$ cat config.mk
export PLATFORM = sky130hd
export DESIGN_NAME = three_class_priority_queue
export DESIGN_NICKNAME = d
export VERILOG_FILES = /design/src/hdl/tcpq_pkg.sv /design/src/hdl/tcpq_ram.sv /design/src/hdl/three_class_priority_queue.sv
export SDC_FILE = /design/constraint.sdc
export NUM_CORES = 2
export LEC_CHECK = 0
export BUFFER_PORTS_ARGS = -buffer_cell sky130_fd_sc_hd__buf_2
export CAP_MARGIN = 20
export CORE_MARGIN = 1.5
export CORE_UTILIZATION = 45
export DETAILED_ROUTE_END_ITERATION = 10
export PLACE_DENSITY = 0.66
export SYNTH_ARGS = -nofsm -noshare
export SYNTH_HDL_FRONTEND = slang
export SYNTH_HIERARCHICAL = 1
export SYNTH_SLANG_ARGS = --single-unit
$ cat constraint.sdc
create_clock -name clk -period 5.35 [get_ports clk]
set_clock_uncertainty 0.15 [all_clocks]
set_input_delay 0.2675 -clock clk [delete_from_list [all_inputs] [get_ports clk]]
set_output_delay 0.2675 -clock clk [all_outputs]
set_load 0.02 [all_outputs]
$ cat src/hdl/tcpq_pkg.sv
// ----------------------------------------------------------------------------
// tcpq_pkg
// Shared types, codes and default sizes for the three-class priority queue.
// ----------------------------------------------------------------------------
package tcpq_pkg;

    // Default sizes of the node store and of the stored code.
    localparam int DEF_CAPACITY  = 64;
    localparam int DEF_CODE_BITS = 16;

    // Field widths fixed by the command interface.
    localparam int CMD_W    = 2;
    localparam int CLS_W    = 2;
    localparam int STATUS_W = 2;

    typedef logic [CMD_W-1:0]    cmd_t;
    typedef logic [CLS_W-1:0]    cls_t;
    typedef logic [STATUS_W-1:0] status_t;

    // Command codes.
    localparam cmd_t CMD_INSERT = 2'd0;
    localparam cmd_t CMD_PEEK   = 2'd1;
    localparam cmd_t CMD_POP    = 2'd2;

    // Priority classes; a lower number is served first.
    localparam cls_t CLS_VIP    = 2'd0;
    localparam cls_t CLS_CLIENT = 2'd1;
    localparam cls_t CLS_NORMAL = 2'd2;
    localparam int   NUM_CLS    = 3;

    // Status codes.
    localparam status_t STATUS_OK    = 2'd0;
    localparam status_t STATUS_EMPTY = 2'd1;
    localparam status_t STATUS_FULL  = 2'd2;

    // Sequencer states, one-hot.
    typedef enum logic [1:0] {
        S_IDLE = 2'b01,
        S_EXEC = 2'b10
    } state_t;

endpackage

$ cat src/hdl/tcpq_ram.sv
// ----------------------------------------------------------------------------
// tcpq_ram
// Generic single-write, single-read RAM with a registered read port.
// ----------------------------------------------------------------------------
module tcpq_ram #(
    parameter int WIDTH = 16,
    parameter int DEPTH = 64
) (
    input  logic                     clk,
    input  logic                     we,
    input  logic [$clog2(DEPTH)-1:0] waddr,
    input  logic [WIDTH-1:0]         wdata,
    input  logic                     re,
    input  logic [$clog2(DEPTH)-1:0] raddr,
    output logic [WIDTH-1:0]         rdata
);

    logic [WIDTH-1:0] mem [DEPTH];

    // Write port.
    always_ff @(posedge clk)
    begin
        if (we)
        begin
            mem[waddr] <= wdata;
        end
    end

    // Read port, registered.
    always_ff @(posedge clk)
    begin
        if (re)
        begin
            rdata <= mem[raddr];
        end
    end

endmodule

$ cat src/hdl/three_class_priority_queue.sv
// ----------------------------------------------------------------------------
// three_class_priority_queue
// Strict priority queue with three classes and FIFO order inside each class.
// ----------------------------------------------------------------------------
// The result strobe is registered from the execute state that follows the start
// transfer; busy is high in that state, so no new command is taken until it ends.
// The execute state waits on the registered read of the link and code memories,
// which are read on the start transfer and written back in the following cycle.
// The receiver cannot stall; each result is shown for exactly one cycle.
// After reset the queue is empty and ready at once; no clearing pass is run.
module three_class_priority_queue #(
    parameter int CAPACITY  = tcpq_pkg::DEF_CAPACITY,
    parameter int CODE_BITS = tcpq_pkg::DEF_CODE_BITS
) (
    input  logic                             clk,
    input  logic                             rst_n,
    input  logic                             start,
    output logic                             busy,
    input  logic [tcpq_pkg::CMD_W-1:0]       cmd,
    input  logic [CODE_BITS-1:0]             item_code,
    input  logic [tcpq_pkg::CLS_W-1:0]       item_class,
    output logic                             done,
    output logic [tcpq_pkg::STATUS_W-1:0]    status,
    output logic [CODE_BITS-1:0]             head_code,
    output logic [tcpq_pkg::CLS_W-1:0]       head_class,
    output logic [$clog2(CAPACITY+1)-1:0]    occupancy
);

    import tcpq_pkg::*;

    localparam int AW = $clog2(CAPACITY);
    localparam int CW = $clog2(CAPACITY + 1);

    // Sequencer and captured command.
    state_t              state_reg, state_next;
    cmd_t                cmd_reg;
    logic [CODE_BITS-1:0] code_reg;
    cls_t                cls_reg;

    // Queue bookkeeping.
    logic [AW-1:0] free_head_reg, free_head_next;
    logic [CW-1:0] hwm_reg, hwm_next;
    logic [CW-1:0] count_reg, count_next;
    logic [NUM_CLS-1:0] present_reg, present_next;
    logic [AW-1:0] head_reg [NUM_CLS];
    logic [AW-1:0] head_next [NUM_CLS];
    logic [AW-1:0] tail_reg [NUM_CLS];
    logic [AW-1:0] tail_next [NUM_CLS];

    // Result registers.
    logic                 done_reg, done_next;
    status_t              status_reg, status_next;
    logic [CODE_BITS-1:0] head_code_reg, head_code_next;
    cls_t                 head_class_reg, head_class_next;

    // Memory ports.
    logic                 accept;
    cls_t                 in_cls;
    cls_t                 sel_cls;
    logic [AW-1:0]        link_raddr;
    logic [AW-1:0]        link_rdata;
    logic                 link_we;
    logic [AW-1:0]        link_waddr;
    logic [AW-1:0]        link_wdata;
    logic                 code_we;
    logic [CODE_BITS-1:0] code_rdata;
    logic                 fresh;
    logic [AW-1:0]        fresh_next;

    assign busy       = (state_reg == S_EXEC);
    assign accept     = start && !busy;
    assign done       = done_reg;
    assign status     = status_reg;
    assign head_code  = head_code_reg;
    assign head_class = head_class_reg;
    assign occupancy  = count_reg;

    // A class code beyond the last class is taken as normal.
    assign in_cls = (item_class > CLS_NORMAL) ? CLS_NORMAL : item_class;

    // The head of the queue is the head of the highest present class.
    always_comb
    begin
        priority if (present_reg[CLS_VIP])
        begin
            sel_cls = CLS_VIP;
        end
        else if (present_reg[CLS_CLIENT])
        begin
            sel_cls = CLS_CLIENT;
        end
        else
        begin
            sel_cls = CLS_NORMAL;
        end
    end

    // An insert reads the free-list link, a peek or pop the queue link.
    assign link_raddr = (cmd == CMD_INSERT) ? free_head_reg : head_reg[sel_cls];

    // Nodes at or above the high-water mark were never used; their free-list
    // successor is the next index, wrapping at the end of the store.
    assign fresh      = (CW'(free_head_reg) == hwm_reg);
    assign fresh_next = (free_head_reg == AW'(CAPACITY - 1)) ? '0
                                                             : free_head_reg + 1'b1;

    // Link store: free-list or in-class successor of each node.
    tcpq_ram #(
        .WIDTH (AW),
        .DEPTH (CAPACITY)
    ) u_link_ram (
        .clk   (clk),
        .we    (link_we),
        .waddr (link_waddr),
        .wdata (link_wdata),
        .re    (accept),
        .raddr (link_raddr),
        .rdata (link_rdata)
    );

    // Code store, written on insert and read at the queue head.
    tcpq_ram #(
        .WIDTH (CODE_BITS),
        .DEPTH (CAPACITY)
    ) u_code_ram (
        .clk   (clk),
        .we    (code_we),
        .waddr (free_head_reg),
        .wdata (code_reg),
        .re    (accept),
        .raddr (head_reg[sel_cls]),
        .rdata (code_rdata)
    );

    // Execute step: update the lists and form the result.
    always_comb
    begin
        state_next      = state_reg;
        free_head_next  = free_head_reg;
        hwm_next        = hwm_reg;
        count_next      = count_reg;
        present_next    = present_reg;
        for (int i = 0; i < NUM_CLS; i++)
        begin
            head_next[i] = head_reg[i];
            tail_next[i] = tail_reg[i];
        end
        done_next       = 1'b0;
        status_next     = status_reg;
        head_code_next  = head_code_reg;
        head_class_next = head_class_reg;
        link_we         = 1'b0;
        link_waddr      = tail_reg[cls_reg];
        link_wdata      = free_head_reg;
        code_we         = 1'b0;

        unique case (state_reg)
            S_IDLE:
            begin
                if (start)
                begin
                    state_next = S_EXEC;
                end
            end
            S_EXEC:
            begin
                state_next      = S_IDLE;
                done_next       = 1'b1;
                status_next     = STATUS_OK;
                head_code_next  = '0;
                head_class_next = CLS_VIP;
                unique case (cmd_reg)
                    CMD_INSERT:
                    begin
                        if (count_reg == CW'(CAPACITY))
                        begin
                            status_next = STATUS_FULL;
                        end
                        else
                        begin
                            code_we = 1'b1;
                            // Chain the new node behind the tail of its class.
                            link_we    = present_reg[cls_reg];
                            link_waddr = tail_reg[cls_reg];
                            link_wdata = free_head_reg;
                            if (!present_reg[cls_reg])
                            begin
                                head_next[cls_reg] = free_head_reg;
                            end
                            tail_next[cls_reg]    = free_head_reg;
                            present_next[cls_reg] = 1'b1;
                            count_next            = count_reg + 1'b1;
                            if (fresh)
                            begin
                                free_head_next = fresh_next;
                                hwm_next       = hwm_reg + 1'b1;
                            end
                            else
                            begin
                                free_head_next = link_rdata;
                            end
                        end
                    end
                    CMD_PEEK, CMD_POP:
                    begin
                        if (count_reg == '0)
                        begin
                            status_next = STATUS_EMPTY;
                        end
                        else
                        begin
                            head_code_next  = code_rdata;
                            head_class_next = sel_cls;
                            if (cmd_reg == CMD_POP)
                            begin
                                // Return the head node to the free list.
                                link_we    = 1'b1;
                                link_waddr = head_reg[sel_cls];
                                link_wdata = free_head_reg;
                                free_head_next = head_reg[sel_cls];
                                count_next     = count_reg - 1'b1;
                                if (tail_reg[sel_cls] == head_reg[sel_cls])
                                begin
                                    present_next[sel_cls] = 1'b0;
                                end
                                else
                                begin
                                    head_next[sel_cls] = link_rdata;
                                end
                            end
                        end
                    end
                    default:
                    begin
                        status_next = STATUS_OK;
                    end
                endcase
            end
            default:
            begin
                state_next = S_IDLE;
            end
        endcase
    end

    // Control registers.
    always_ff @(posedge clk or negedge rst_n)
    begin
        if (!rst_n)
        begin
            state_reg     <= S_IDLE;
            free_head_reg <= '0;
            hwm_reg       <= '0;
            count_reg     <= '0;
            present_reg   <= '0;
            done_reg      <= 1'b0;
            for (int i = 0; i < NUM_CLS; i++)
            begin
                head_reg[i] <= '0;
                tail_reg[i] <= '0;
            end
        end
        else
        begin
            state_reg     <= state_next;
            free_head_reg <= free_head_next;
            hwm_reg       <= hwm_next;
            count_reg     <= count_next;
            present_reg   <= present_next;
            done_reg      <= done_next;
            for (int i = 0; i < NUM_CLS; i++)
            begin
                head_reg[i] <= head_next[i];
                tail_reg[i] <= tail_next[i];
            end
        end
    end

    // Payload registers: command capture and result fields.
    always_ff @(posedge clk)
    begin
        if (accept)
        begin
            cmd_reg  <= cmd;
            code_reg <= item_code;
            cls_reg  <= in_cls;
        end
        status_reg     <= status_next;
        head_code_reg  <= head_code_next;
        head_class_reg <= head_class_next;
    end

endmodule

Yosys cells after proc, flatten, opt, wreduce, memory -nomap -nowiden
Memory sizes are Yosys's and may differ from the RTL's. A register that Yosys moved wholly into a read port is not among the register bits.
Cells that the tools add are included.
{"block": "classes", "addsub": 4, "magnitude_cmp": 9, "n_eq_ne": 15, "muxes": 68, "bitwise_logic": 7, "n_reduce_logical": 17}
{"op": "$mux W6", "n": 18}
{"op": "$mux W18", "n": 5}
{"op": "$bwmux W18", "n": 3}
{"op": "$bmux W6 S2", "n": 3}
{"op": "$pmux W18 S2", "n": 1}
{"op": "$demux W6 S2", "n": 2}
{"op": "$mux W7", "n": 3}
{"op": "$mux W1", "n": 16}
{"op": "$add A7 B1 Y7 const B", "n": 2}
{"op": "$ne A2 B2 Y1 const B", "n": 7}
{"op": "$pmux W7 S2", "n": 1}
{"op": "$mux W3", "n": 4}
{"op": "$pmux W6 S2", "n": 1}
{"op": "$mux W2", "n": 5}
{"op": "$eq A6 B7 Y1", "n": 1}
{"op": "$eq A7 B7 Y1 const B", "n": 1}
{"op": "$logic_not A7 Y1", "n": 1}
{"op": "$reduce_and A7 Y1", "n": 1}
{"op": "$sub A7 B1 Y7 const B", "n": 1}
{"op": "$add A6 B1 Y6 const B", "n": 1}
{"op": "$eq A6 B6 Y1", "n": 1}
{"op": "$eq A6 B6 Y1 const B", "n": 1}
{"op": "$ge A3 B3 Y1 const B", "n": 2}
{"op": "$lt A2 B3 Y1 const B", "n": 2}
{"op": "24 further kinds", "n": 37}
{"block": "totals", "ff_bits": 102, "ram_bits": 1408, "input_bits": 23, "out_inout_bits": 29, "elab_cells": 140, "memories": 2}
{"memory": "u_code_ram.mem", "depth": 64, "word_bits": 16, "read_ports": 1, "rd_clocked_by_memory_dff": 1, "wr": 1, "line": "tcpq_ram.sv:18", "text": "logic [WIDTH-1:0] mem [DEPTH];"}
{"memory": "u_link_ram.mem", "depth": 64, "word_bits": 6, "read_ports": 1, "rd_clocked_by_memory_dff": 1, "wr": 1, "line": "tcpq_ram.sv:18"}

Depth between registers and ports, before layout
{"block": "depth", "depth_word": 12, "ltp_mapped": 14, "depth_no_buf": 10}

Hierarchy
Netlist, hierarchy kept.
{"module": "tcpq_ram at u_code_ram", "instances": 1, "cells_each": 1820, "area_each_um2": 40138.5, "seq_area_each_um2": 31230.0}
{"module": "tcpq_ram at u_link_ram", "instances": 1, "cells_each": 720, "area_each_um2": 15285.9, "seq_area_each_um2": 11711.2}
{"module": "three_class_priority_queue", "instances": 1, "cells_each": 463, "area_each_um2": 5332.6, "seq_area_each_um2": 2753.9}

Worst setup path after synthesis
OpenSTA, ideal clock, no wires.
{"block": "synth_timing", "kind": "register -> register", "from": "reg cmd_reg[0]", "to": "mem u_link_ram/mem[39][0] in the netlist's numbering (enable)", "setup_time_ns": 0.350, "arrival_time_ns": 3.167, "t_required_ns": 4.850, "setup_slack_ns": 1.683, "path_stages_with_launch": 12, "path_buffers": 4, "synth_period_minus_slack_ns": 3.667, "cell_sequence": "edfxtp_1 > inv_1 > ha_1 > buf_1 > nor2b_1 > nand3_1 > clkbuf_1 > a21oi_1 > clkbuf_1 > or3b_2 > clkbuf_1 > nor2_1"}
{"block": "synth_via", "word_cells_on_any_way": 14, "classes_between": "eq/ne: 2; mux: 10; reduce/logical: 2"}
{"item": "start, declared", "line": "three_class_priority_queue.sv:36", "text": "cmd_t cmd_reg;"}
{"item": "start signal, assigned", "line": "three_class_priority_queue.sv:284", "text": "cmd_reg <= cmd;"}
{"item": "$eq A2 B2 Y1", "line": "three_class_priority_queue.sv:172, three_class_priority_queue.sv:214"}
{"item": "$mux W6", "line": "three_class_priority_queue.sv:214", "text": "if (cmd_reg == CMD_POP)"}
{"item": "$mux W6", "line": "three_class_priority_queue.sv:206", "text": "if (count_reg == '0)"}
{"item": "$mux W6 *"}
{"item": "$mux W6 *", "line": "three_class_priority_queue.sv:157", "text": "unique case (state_reg)"}
{"item": "named net link_waddr[5]", "line": "three_class_priority_queue.sv:63", "text": "logic [AW-1:0] link_waddr;"}
{"item": "end, declared", "line": "tcpq_ram.sv:18"}
The timed path passes the listed nets; every way through them passes the cells marked *.

Final worst setup path
{"block": "layout_timing", "from": "reg cmd_reg[0]", "to": "mem u_link_ram/mem[26][2] in the netlist's numbering (enable)"}
The elaborated chain is that of the path after synthesis.

==> results.yml <==
run_status:
  status: "finished, final reports clean"
synthesis:
  syn-num-nets: 3038
  synth_top_family_by_area: "multiplexers"
  postSynthAreaPerCell_um2: 20.2
  ys_types: 72
  synthTopCellsByCount: "1470 x edfxtp_1, 308 x mux4_2, 180 x nor2_1, 128 x mux2i_1, 83 x clkbuf_1"
  yosysTopAreaCell: "edfxtp_1"
  synthAdderAreaFrac: 0.00259
  synth-xor-area-share: 0.00389
  synth-simple-area-share: 0.0373
  muxShareOfSynthArea: 0.152
  synth_ff_type: "edfxtp_1"
  synth_compound_area_frac: 0.0340
  synthCells: 3003
  syn_area_um2: 60800
  ys_ff_latch: 1532
  synth_edf_count: 1470
  synth_top_area_share: 0.727
  yosysMostFrequentCell: "edfxtp_1"
  yosysWarnings: 6
  ys_seq_area_frac: 0.752
  synthArstFlopShare: 0.0405
  synth_area_leaders: "edfxtp_1 73%, mux4_2 11%, dfrtp_1 2.5%"
sta:
  finalCritPeriodShare: 0.824
  finalWorstSetupSlack_ns: 0.942
  rsz0062_at_grt: "no"
  final_max_slew_viol_count: 0
  tns_ns: 0
  min_period_ns: 4.41
  timing.fmax_mhz: 227
  maxSlewHeadroom: 0.284
  hold_violations: 0
  setup_viol: 0
  worst_pin_slew_ns: 1.07
grt:
  antenna_found_initial: 6
  grt_pass1_wl_um: 210000
  grt_max_degree: 78
  groute.usage.overall: 0.211
  grt.overflow.total: 0
  grt_pass1_vias: 29963
die:
  start_util: 0.454
  die_h_um: 370
  fp.dieW_um: 370
  die_area_um2: 137000
  io_pins: 52
  core_um2: 134000
  rows: 134
critical_path:
  start_kind: "register"
  end_kind: "register"
  rr_worst_depth: 9
  critical_path_required_ns: 5.59
  path_class: "reg -> reg"
  cp.arrival_ns: 4.65
  crit_fanout: 17
final_layout:
  regMostFlops: "u_code_ram/mem"
  largest_reg_flops: 1024
  area_growth_pct: 14.0
  n_fill_cell: 10425
  final_layout_size_suffix_gt1_frac: 0.255
  multiInputGateArea_um2: 14000
  fin_cells: 5143
  seqCellArea_um2: 45700
  reg_top3: "u_code_ram/mem x1024, u_link_ram/mem x384"
  finalNetCount: 3282
cts:
  clockRootBuffer: "clkbuf_16"
  clkLatencyLatePin_ns: 0.79
  cts_sinks: 1532
  htree_levels: 4
  cts.clk_slew.worst_paths_ns: 0.06
  postCtsSetupBuffers: 0
  cts_resized: 0
  cts_tree: "built"
  clockBufferDepth: 3
  cts_buffers: 157
place:
  post-place-ws_ns: 1.07
  hpwl_um: 86000
  io_buffers: 51
  gp_congestion: 0.855
  dp_cells: 4819
detailed_routing:
  drt_iter0_drc: 3705
  vias_per_cell: 5.94
  wl_per_cell_um: 27.9
  drc: 0
  drt_wl_total_um: 144000
  first_pass_iters: 6
  final_antenna_net_count: 0
  vias: 30571
worst_hold_path:
  hold_class: "in -> async"
pwr:
  p_leak_uw: 0.0219
  ir_drop_mv: 0.347
  power_density_nw_per_um2: 503
run:
  maxCapViolCount: 0
==> metal layers <==
layer | track usage | vias to the layer above | part of all wire
met3 | 0.0432 | 227 | 0.088
li1 | - | 12845 | -
met2 | 0.316 | 1410 | 0.46
met4 | 0.0606 | 4 | 0.024
met5 | 0 | - | 0.00042
met1 | 0.314 | 16085 | 0.43
==> kinds of logic (layout without fill, tap and decap cells) <==
family / Yosys count / after routing
xor gates and xnor gates: 27 / 27
adders and majority gates: 12 / 12
DFF: 1532 / 1532
other: 0 / 4
and+or+nand+nor: 459 / 459
muxes: 508 / 508
buffers and inverters: 183 / 551
AOI/OAI and AO/OA: 282 / 282
==> final timing paths <==
| path | from | endpoint | slack, ns |
|---|---|---|---|
| setup / recovery | cmd_reg[0] | u_link_ram/mem[26][2] | 0.94 |
| hold / removal | rst_n | occupancy[3] | 0.03 |
| setup reg to reg | cmd_reg[0] | u_link_ram/mem[26][2] | 0.94 |
| hold reg to reg | hwm_reg[6] | hwm_reg[6] | 0.34 |
| max in group asynchronous | rst_n | free_head_reg[1] | 4.39 |
| min in group clk | item_code[15] | code_reg[15] | 0.06 |
==> per-stage QoR <==
step | cell area, um2 | power, uW | utilization | hold WS, ns
after floorplan | 60800 | 21000 | - | -0.178
after global placement | 63700 | 24000 | 0.476 | 0.295
after detailed placement | 63700 | 24100 | 0.476 | 0.296
after CTS | 69300 | 35100 | 0.518 | 0.000735
after global routing | 69300 | 36100 | 0.518 | 0.0400
final | 69300 | 34900 | 0.518 | 0.0345
==> placed cells by master, fill, tap and decap left out, types with 10 or more instances in the layout <==
master,count
nand3_1,46
clkinv_1,28
a311oi_1,13
a221oi_1,24
clkbuf_1,24
bufinv_16,17
mux2_2,25
a22oi_1,63
buf_2,51
nor3_1,10
edfxtp_1,1470
mux2_4,20
and2_1,20
a31oi_1,11
nor2_2,10
xnor2_1,19
mux4_2,308
dlygate4sd3_1,36
mux2_1,17
buf_4,155
dfrtp_1,55
nor2b_1,47
buf_12,12
nand2b_1,10
a211oi_1,15
a21oi_1,47
clkbuf_16,159
nor2_1,170
mux2i_1,128
o21ai_1,17
o22ai_1,12
ha_1,11
clkinv_2,30
nand2_1,75
nand3b_1,10
a22o_1,22
and4_1,10
==> final cells by class <==
type | instances | area share
inverter | 12 | 0.000831
clock buffer | 185 | 0.0591
sequential | 1532 | 0.660
clock inverter | 98 | 0.0160
tap | 1768 | 0.0319
timing repair buffer | 256 | 0.0296
antenna | 4 | 0.000144
multi-input combinational | 1288 | 0.203
==> critical path, stage by stage (launching register included) <==
cell and delay (ns):
edfxtp_1 0.39, inv_1 0.09, ha_1 0.30, nor2b_2 0.80
nand3_1 0.15, buf_4 0.22, a21oi_1 0.63, nor2b_1 0.25
nand2_1 0.41, nor2_1 0.59
==> what timing repair did <==
| action | 4_1_cts | 5_1_grt |
|---|---|---|
| hold endpoints to repair | 92 | 0 |
| hold buffers | 36 | 0 |
| setup endpoints to repair | 0 | 0 |
==> power by group <==
group | internal, uW | leakage [uW] | total (uW) | switching [uW]
Clock | 6360 | 0.00254 | 11000 | 4640
Combinational | 3920 | 0.00526 | 9620 | 5700
Sequential | 13900 | 0.0141 | 14200 | 364
Total | 24200 | 0.0219 | 34900 | 10700
(Power assumes the default switching activity.)
